$ cat config.mk
export PLATFORM = sky130hd
export DESIGN_NAME = onb_div
export DESIGN_NICKNAME = d
export VERILOG_FILES = /design/src/onb_pkg.sv /design/src/onb_div.sv
export SDC_FILE = /design/constraint.sdc
export NUM_CORES = 2
export LEC_CHECK = 0
export ABC_CLOCK_PERIOD_IN_PS = 33600
export BUFFER_PORTS_ARGS = -buffer_cell sky130_fd_sc_hd__buf_4
export CORE_MARGIN = 5
export CORE_UTILIZATION = 55
export DETAILED_ROUTE_END_ITERATION = 12
export MAX_ROUTING_LAYER = met4
export PLACE_DENSITY = 0.71
export SYNTH_ARGS = -nofsm -noshare
export SYNTH_HDL_FRONTEND = slang
export SYNTH_SLANG_ARGS = --single-unit
$ cat constraint.sdc
create_clock -name clk -period 33.6 [get_ports clk]
set_input_delay 3.36 -clock clk [delete_from_list [all_inputs] [get_ports clk]]
set_output_delay 3.36 -clock clk [all_outputs]
set_load 0.1 [all_outputs]
$ cat src/onb_pkg.sv
// Shared types and constants for the Oren-Nayar diffuse evaluator.
// Used by onb_geom, onb_div, onb_scale and oren_nayar_brdf_eval; no dependencies.
package onb_pkg;

  localparam int NUM_SAMP     = 4;
  localparam int DIR_W        = 16;
  localparam int Q16_W        = 16;
  localparam int HSQ_W        = 32;
  localparam int T_W          = 32;
  localparam int BRK_W        = 48;
  localparam int DVD_W        = 63;
  localparam int QUOT_W       = 48;
  localparam int DIV_STEP     = 4;
  localparam int DIV_STAGES   = QUOT_W / DIV_STEP;
  localparam int GEOM_STAGES  = 6;
  localparam int SCALE_STAGES = 3;
  localparam int PIPE_DEPTH   = GEOM_STAGES + DIV_STAGES + SCALE_STAGES;
  localparam int OCC_W        = $clog2(PIPE_DEPTH + 1);
  localparam int WPROD_W      = 63;
  localparam int W_W          = 33;
  localparam int CPROD_W      = Q16_W + W_W;

  // horizontal magnitude squared threshold in Q2.30 (1e-8)
  localparam logic [HSQ_W-1:0] HSQ_CUTOFF = 32'd10;
  // 1/pi in Q0.32
  localparam logic [30:0]      INV_PI_Q32 = 31'd1367130551;

  localparam int CFG_IDX_W = 2;
  localparam logic [CFG_IDX_W-1:0] CFG_COEF_A = 2'd0;
  localparam logic [CFG_IDX_W-1:0] CFG_COEF_B = 2'd1;

  typedef logic [Q16_W-1:0] q016_t;
  typedef logic [NUM_SAMP-1:0][Q16_W-1:0] refl_vec_t;

  typedef struct packed {
    logic signed [DIR_W-1:0] xo;
    logic signed [DIR_W-1:0] yo;
    logic signed [DIR_W-1:0] zo;
    logic signed [DIR_W-1:0] xi;
    logic signed [DIR_W-1:0] yi;
    logic signed [DIR_W-1:0] zi;
  } dir_set_t;

  typedef struct packed {
    logic [DVD_W-1:0] dividend;
    logic [DIR_W-1:0] divisor;
    logic             w_zero;
    refl_vec_t        refl;
  } div_in_t;

  typedef struct packed {
    logic [QUOT_W-1:0] quot;
    logic              w_zero;
    refl_vec_t         refl;
  } div_out_t;

endpackage

$ cat src/onb_div.sv
// Pipelined restoring divider: dividend / max(|zi|,|zo|), four quotient bits per stage.
// Depends on onb_pkg.
module onb_div (
  input  logic              clk,
  input  logic              rst_n,
  input  logic              in_valid,
  output logic              in_stall,
  input  onb_pkg::div_in_t  in_data,
  output logic              out_valid,
  input  logic              out_stall,
  output onb_pkg::div_out_t out_data
);
  import onb_pkg::*;

  typedef struct packed {
    logic [DIR_W-1:0]  rem;
    logic [QUOT_W-1:0] quot;
    logic [QUOT_W-1:0] dvd_lo;
    logic [DIR_W-1:0]  divisor;
    logic              w_zero;
    refl_vec_t         refl;
  } div_pipe_t;

  logic [DIV_STAGES-1:0] v_r;
  logic [DIV_STAGES:0]   ce;
  div_pipe_t             stg_r   [DIV_STAGES];
  div_pipe_t             stg_nxt [DIV_STAGES];
  div_pipe_t             init;

  always_comb begin
    ce[DIV_STAGES] = !out_stall;
    for (int k = DIV_STAGES - 1; k >= 0; k--) begin
      ce[k] = !v_r[k] || ce[k+1];
    end
  end

  assign in_stall = !ce[0];

  // dividend < divisor * 2^48, so its top bits already sit below the divisor
  always_comb begin
    init.rem     = {1'b0, in_data.dividend[DVD_W-1:QUOT_W]};
    init.quot    = '0;
    init.dvd_lo  = in_data.dividend[QUOT_W-1:0];
    init.divisor = in_data.divisor;
    init.w_zero  = in_data.w_zero;
    init.refl    = in_data.refl;
  end

  always_comb begin
    div_pipe_t   src;
    logic [16:0] trial;
    int          idx;
    for (int s = 0; s < DIV_STAGES; s++) begin
      src = (s == 0) ? init : stg_r[s-1];
      for (int j = 0; j < DIV_STEP; j++) begin
        idx   = QUOT_W - 1 - (s * DIV_STEP + j);
        trial = {src.rem, src.dvd_lo[idx]};
        if (trial >= {1'b0, src.divisor}) begin
          src.rem       = 16'(trial - {1'b0, src.divisor});
          src.quot[idx] = 1'b1;
        end else begin
          src.rem = trial[DIR_W-1:0];
        end
      end
      stg_nxt[s] = src;
    end
  end

  always_ff @(posedge clk) begin
    if (!rst_n) begin
      v_r <= '0;
    end else begin
      for (int k = 0; k < DIV_STAGES; k++) begin
        if (ce[k]) begin
          v_r[k] <= (k == 0) ? in_valid : v_r[k-1];
        end
      end
    end
  end

  always_ff @(posedge clk) begin
    for (int k = 0; k < DIV_STAGES; k++) begin
      if (ce[k]) begin
        stg_r[k] <= stg_nxt[k];
      end
    end
  end

  assign out_valid       = v_r[DIV_STAGES-1];
  assign out_data.quot   = stg_r[DIV_STAGES-1].quot;
  assign out_data.w_zero = stg_r[DIV_STAGES-1].w_zero;
  assign out_data.refl   = stg_r[DIV_STAGES-1].refl;

endmodule

[Word level (Yosys, flattened, before mapping)]
Memories as Yosys holds them, arrays and structs flattened.
Index checks and enable logic that the tools add are counted.
Operators by class
  add/subtract/negate cells: 48
  order comparisons: 48
  mux-type cells: 120
  reduce and logical (&&, ||, !) cells: 26
Operators with widths (count)
  17-bit by 16-bit >= comparator with 1-bit output: 47
  16-bit 2-to-1 mux: 48
  16-bit subtractor: 48
  1-bit 2-to-1 mux: 72
  16-bit >= comparator: 1
  1-bit logical NOT: 14
  1-bit logical OR: 12
Word-level totals
  register bits after elaboration: 12
  RAM bits: 2316
  input bits: 148
  output and inout port bits: 115
  memories kept: 1
Memory list
  stg_r: words 12, width 193, rd ports 12, clocked after Yosys merged registers in 0, wr ports 12, line onb_div.sv:26  | div_pipe_t stg_r [DIV_STAGES];

[Logic depth before layout (Yosys ltp)]
  word-level depth: 15
  depth in mapped cells: 56

[Worst setup path before layout]
No wires, ideal clock.
  path kind: input to output
  start: input port out_stall
  end: output port in_stall
  arrival time: 12.429 ns
  data required time: 30.240 ns
  setup slack: 17.811 ns
  stages on the path: 9
  cell sequence: and3_1 inv_1 nor2_1 and2_1 and3_1 and3_1 and2_1 nand2_1 inv_1
Between the ends
  longest elaborated chain between the ends: 14
Ends and longest elaborated chain
  start: declaration: line onb_div.sv:10  | input logic out_stall,
  1-bit logical NOT: line onb_div.sv:31  | ce[DIV_STAGES] = !out_stall;
  1-bit logical OR (2 in series): line onb_div.sv:33  | ce[k] = !v_r[k] || ce[k+1];
  named net ce[10]: line onb_div.sv:25  | logic [DIV_STAGES:0] ce;
  1-bit logical OR (10 in series): line onb_div.sv:33
  1-bit logical NOT: line onb_div.sv:37  | assign in_stall = !ce[0];
  end: declaration: line onb_div.sv:7  | output logic in_stall,
The timed path passes the listed nets, and every way through them passes these cells.

==> results.yml <==
timing:
  max_freq_mhz: 72.8
  finalSetupTns_ps: 0
  finalMaxSlewViolations: 0
  fin_skew_ps: 52.4
  final.setup.worst_slack_ps: 19870
  period_minus_slack_ps: 13730
  slew_headroom: 0.224
  finalCritPeriodShare: 0.409
  hold_violations: 0
  tightest_slew_ps: 1160
  setup_violations: 0
  rsz0062_at_grt: "false"
clock_network:
  cts_hold_buf: 0
  tritoncts: "done"
  root_buffer: "clkbuf_16"
  cts_setup_buffers: 0
  clk_latency_ps: 810
  htree_levels: 4
  cts_buffer_depth: 3
  cts_buffers: 170
  cts_resized: 0
  cts_num_sinks: 1720
  clk_pin_slew_ps: 60
synthesis:
  synth.cell_area_sq_mm: 0.0951
  synth-compound-area-share: 0.123
  synth-edff-count: 1708
  synth_xor_xnor_area_share: 0.0494
  synth_top_flop_cell: "edfxtp_1"
  yosysTopAreaCell: "edfxtp_1"
  async_flop_share: 0
  syn_avg_cell_area_sq_um: 12.3
  synth_top_family_by_area: "compound AO/OA/AOI/OAI gates"
  synthAdderAreaFrac: 0.111
  synth_area_leaders: "edfxtp_1 (54%), ha_1 (10%), mux2_2 (4.9%)"
  synth_cell_types: 98
  yosysTopAreaCellShare: 0.539
  ys_warn_count: 0
  synthMuxAreaShare: 0.0581
  ys_seq_elements: 1720
  ys_seq_area_frac: 0.542
  synth_nets: 8684
  synth_cells: 7721
  synth-simple-area-share: 0.0832
layout:
  n_fill_cell: 13300
  area_delta_synth_final_pct: 10.2
  layout_common_cells: "edfxtp_1 (1,708), ha_1 (768), a21oi_1 (542), inv_1 (483), nor2_1 (463)"
  fin_cells: 10400
  final_nets: 8952
  drive_gt1_frac: 0.133
  final_common_cell: "edfxtp_1"
critical_path:
  critPathSlowestCell: "o21ai_0"
  cp_common_cell: "a21oi_1"
  endpoint_kind: "flip-flop"
  path_max_fanout: 22
  cp_slowest_stage_delay_ps: 710
  cp.required_ps: 34140
  cp.arrival_ps: 14270
  path_class: "flip-flop to flip-flop"
  crit_path_start_kind: "flip-flop"
floorplanning:
  ios: 263
  row_count: 152
  dieArea_sq_mm: 0.181
  fp.dieH_microns: 426
  die_w_microns: 426
  start_util: 0.554
  core_area_sq_mm: 0.172
grt:
  grt_pass1_vias: 61000
  overflow: 0
  antenna_found_initial: 7
  grtUsageTotal: 0.254
  grt_max_degree: 85
  grt_pass1_wl_mm: 349
routing:
  num_vias: 61100
  first_pass_iters: 6
  drc: 0
  wl_mm: 227
  drtIter0Drc: 4403
  wl_per_cell_microns: 21.7
  ant_nets: 0
  avgViaCountPerCell: 5.86
placed_design:
  port_buffers: 262
  numPlacedInstances: 10100
  gp_congestion: 0.962
  dp_slack_ps: 19410
  dp_hpwl_mm: 168
hold_path:
  hold_path.class: "flip-flop to flip-flop"
outcome:
  status: "finished, final reports clean"
run:
  max_cap_viol_count: 0
## final cells by class
cell class | instances | area [sq um] | share of cell area
Clock buffer | 199 | 4410 | 0.0421
Clock inverter | 110 | 1190 | 0.0114
Multi-Input combinational cell | 5294 | 40500 | 0.387
Sequential cell | 1720 | 51500 | 0.492
Tap cell | 2310 | 2890 | 0.0276
Inverter | 494 | 1880 | 0.0180
Timing Repair Buffer | 309 | 2320 | 0.0221
Antenna cell | 2 | 5.00 | 0.0000478
## state kept, by name, indices dropped and copies added, names as in the netlist
name and cells:
stg_r 1708, v_r 12
## critical path: cells and delay by family, from the launching register on
kind            cells  cell delay (ps)
compound gates     25             7160
simple gates        8             2210
buf+inv             6             1450
fa+ha+maj           4             1300
mux                 2              730
flops               1              590
## routing by layer
layer / up-vias / GRT usage / part of all wire
met1: 29700 / 0.329 / 0.44
met5: - / - / 0
li1: 29600 / - / -
met3: 376 / 0.0276 / 0.039
met2: 1464 / 0.425 / 0.49
met4: 0 / 0.0818 / 0.033
## synth_stat cells, types with 12 or more instances
master	count
a2111oi_0	13
a211oi_1	63
edfxtp_1	1708
o21a_1	137
or3_1	39
o2111ai_1	14
o41ai_1	17
o211ai_1	30
nor2b_1	118
or2_2	33
a31oi_1	52
dfxtp_1	12
buf_1	13
clkbuf_1	62
buf_4	115
a41oi_1	12
o31a_1	31
a31o_2	18
a21boi_0	37
o21ai_0	364
and3_1	47
ha_1	768
o21bai_1	83
nand3_1	130
mux2i_1	77
nand4_1	108
nand2_1	379
a211o_1	20
nand2b_1	69
o31ai_1	47
a21o_1	186
and2_1	38
buf_2	22
mux2_2	412
nor2_1	463
nor3_1	126
o221ai_1	23
inv_1	489
xor2_1	155
a21oi_1	543
xnor2_1	381
nor4_1	28
fa_1	47
## kinds of logic (layout without fill, tap and decap cells)
logic type      count (synthesis)  in the layout
compound gates               1812           1812
mux                           497            497
flops                        1720           1720
fa+ha+maj                     815            815
xor+xnor                      536            536
buf+inv                       707           1112
other cells                     0              2
simple gates                 1634           1634
## metrics by stage
step                      hold slack (ps)  utilization  area [sq um]
after floorplan                       400            -         95100
after global placement                400        0.577         99100
after detailed placement              405        0.577         99100
after CTS                             360        0.610        105000
after global routing                  384        0.610        105000
final                                 374        0.610        105000
## path summary, 6_finish.rpt
check,start,endpoint,slack (ps),cells past startpoint
worst max-delay path,stg_r[0][645],stg_r[1][182],19870,45
worst max register to register,stg_r[0][645],stg_r[1][182],19870,45
worst min register to register,stg_r[0][5],stg_r[0][198],370,0
worst min-delay path,stg_r[0][5],stg_r[0][198],370,0
Power is not shown: default switching activity piles up to over one toggle a cycle in this logic, so the estimate is an artifact.
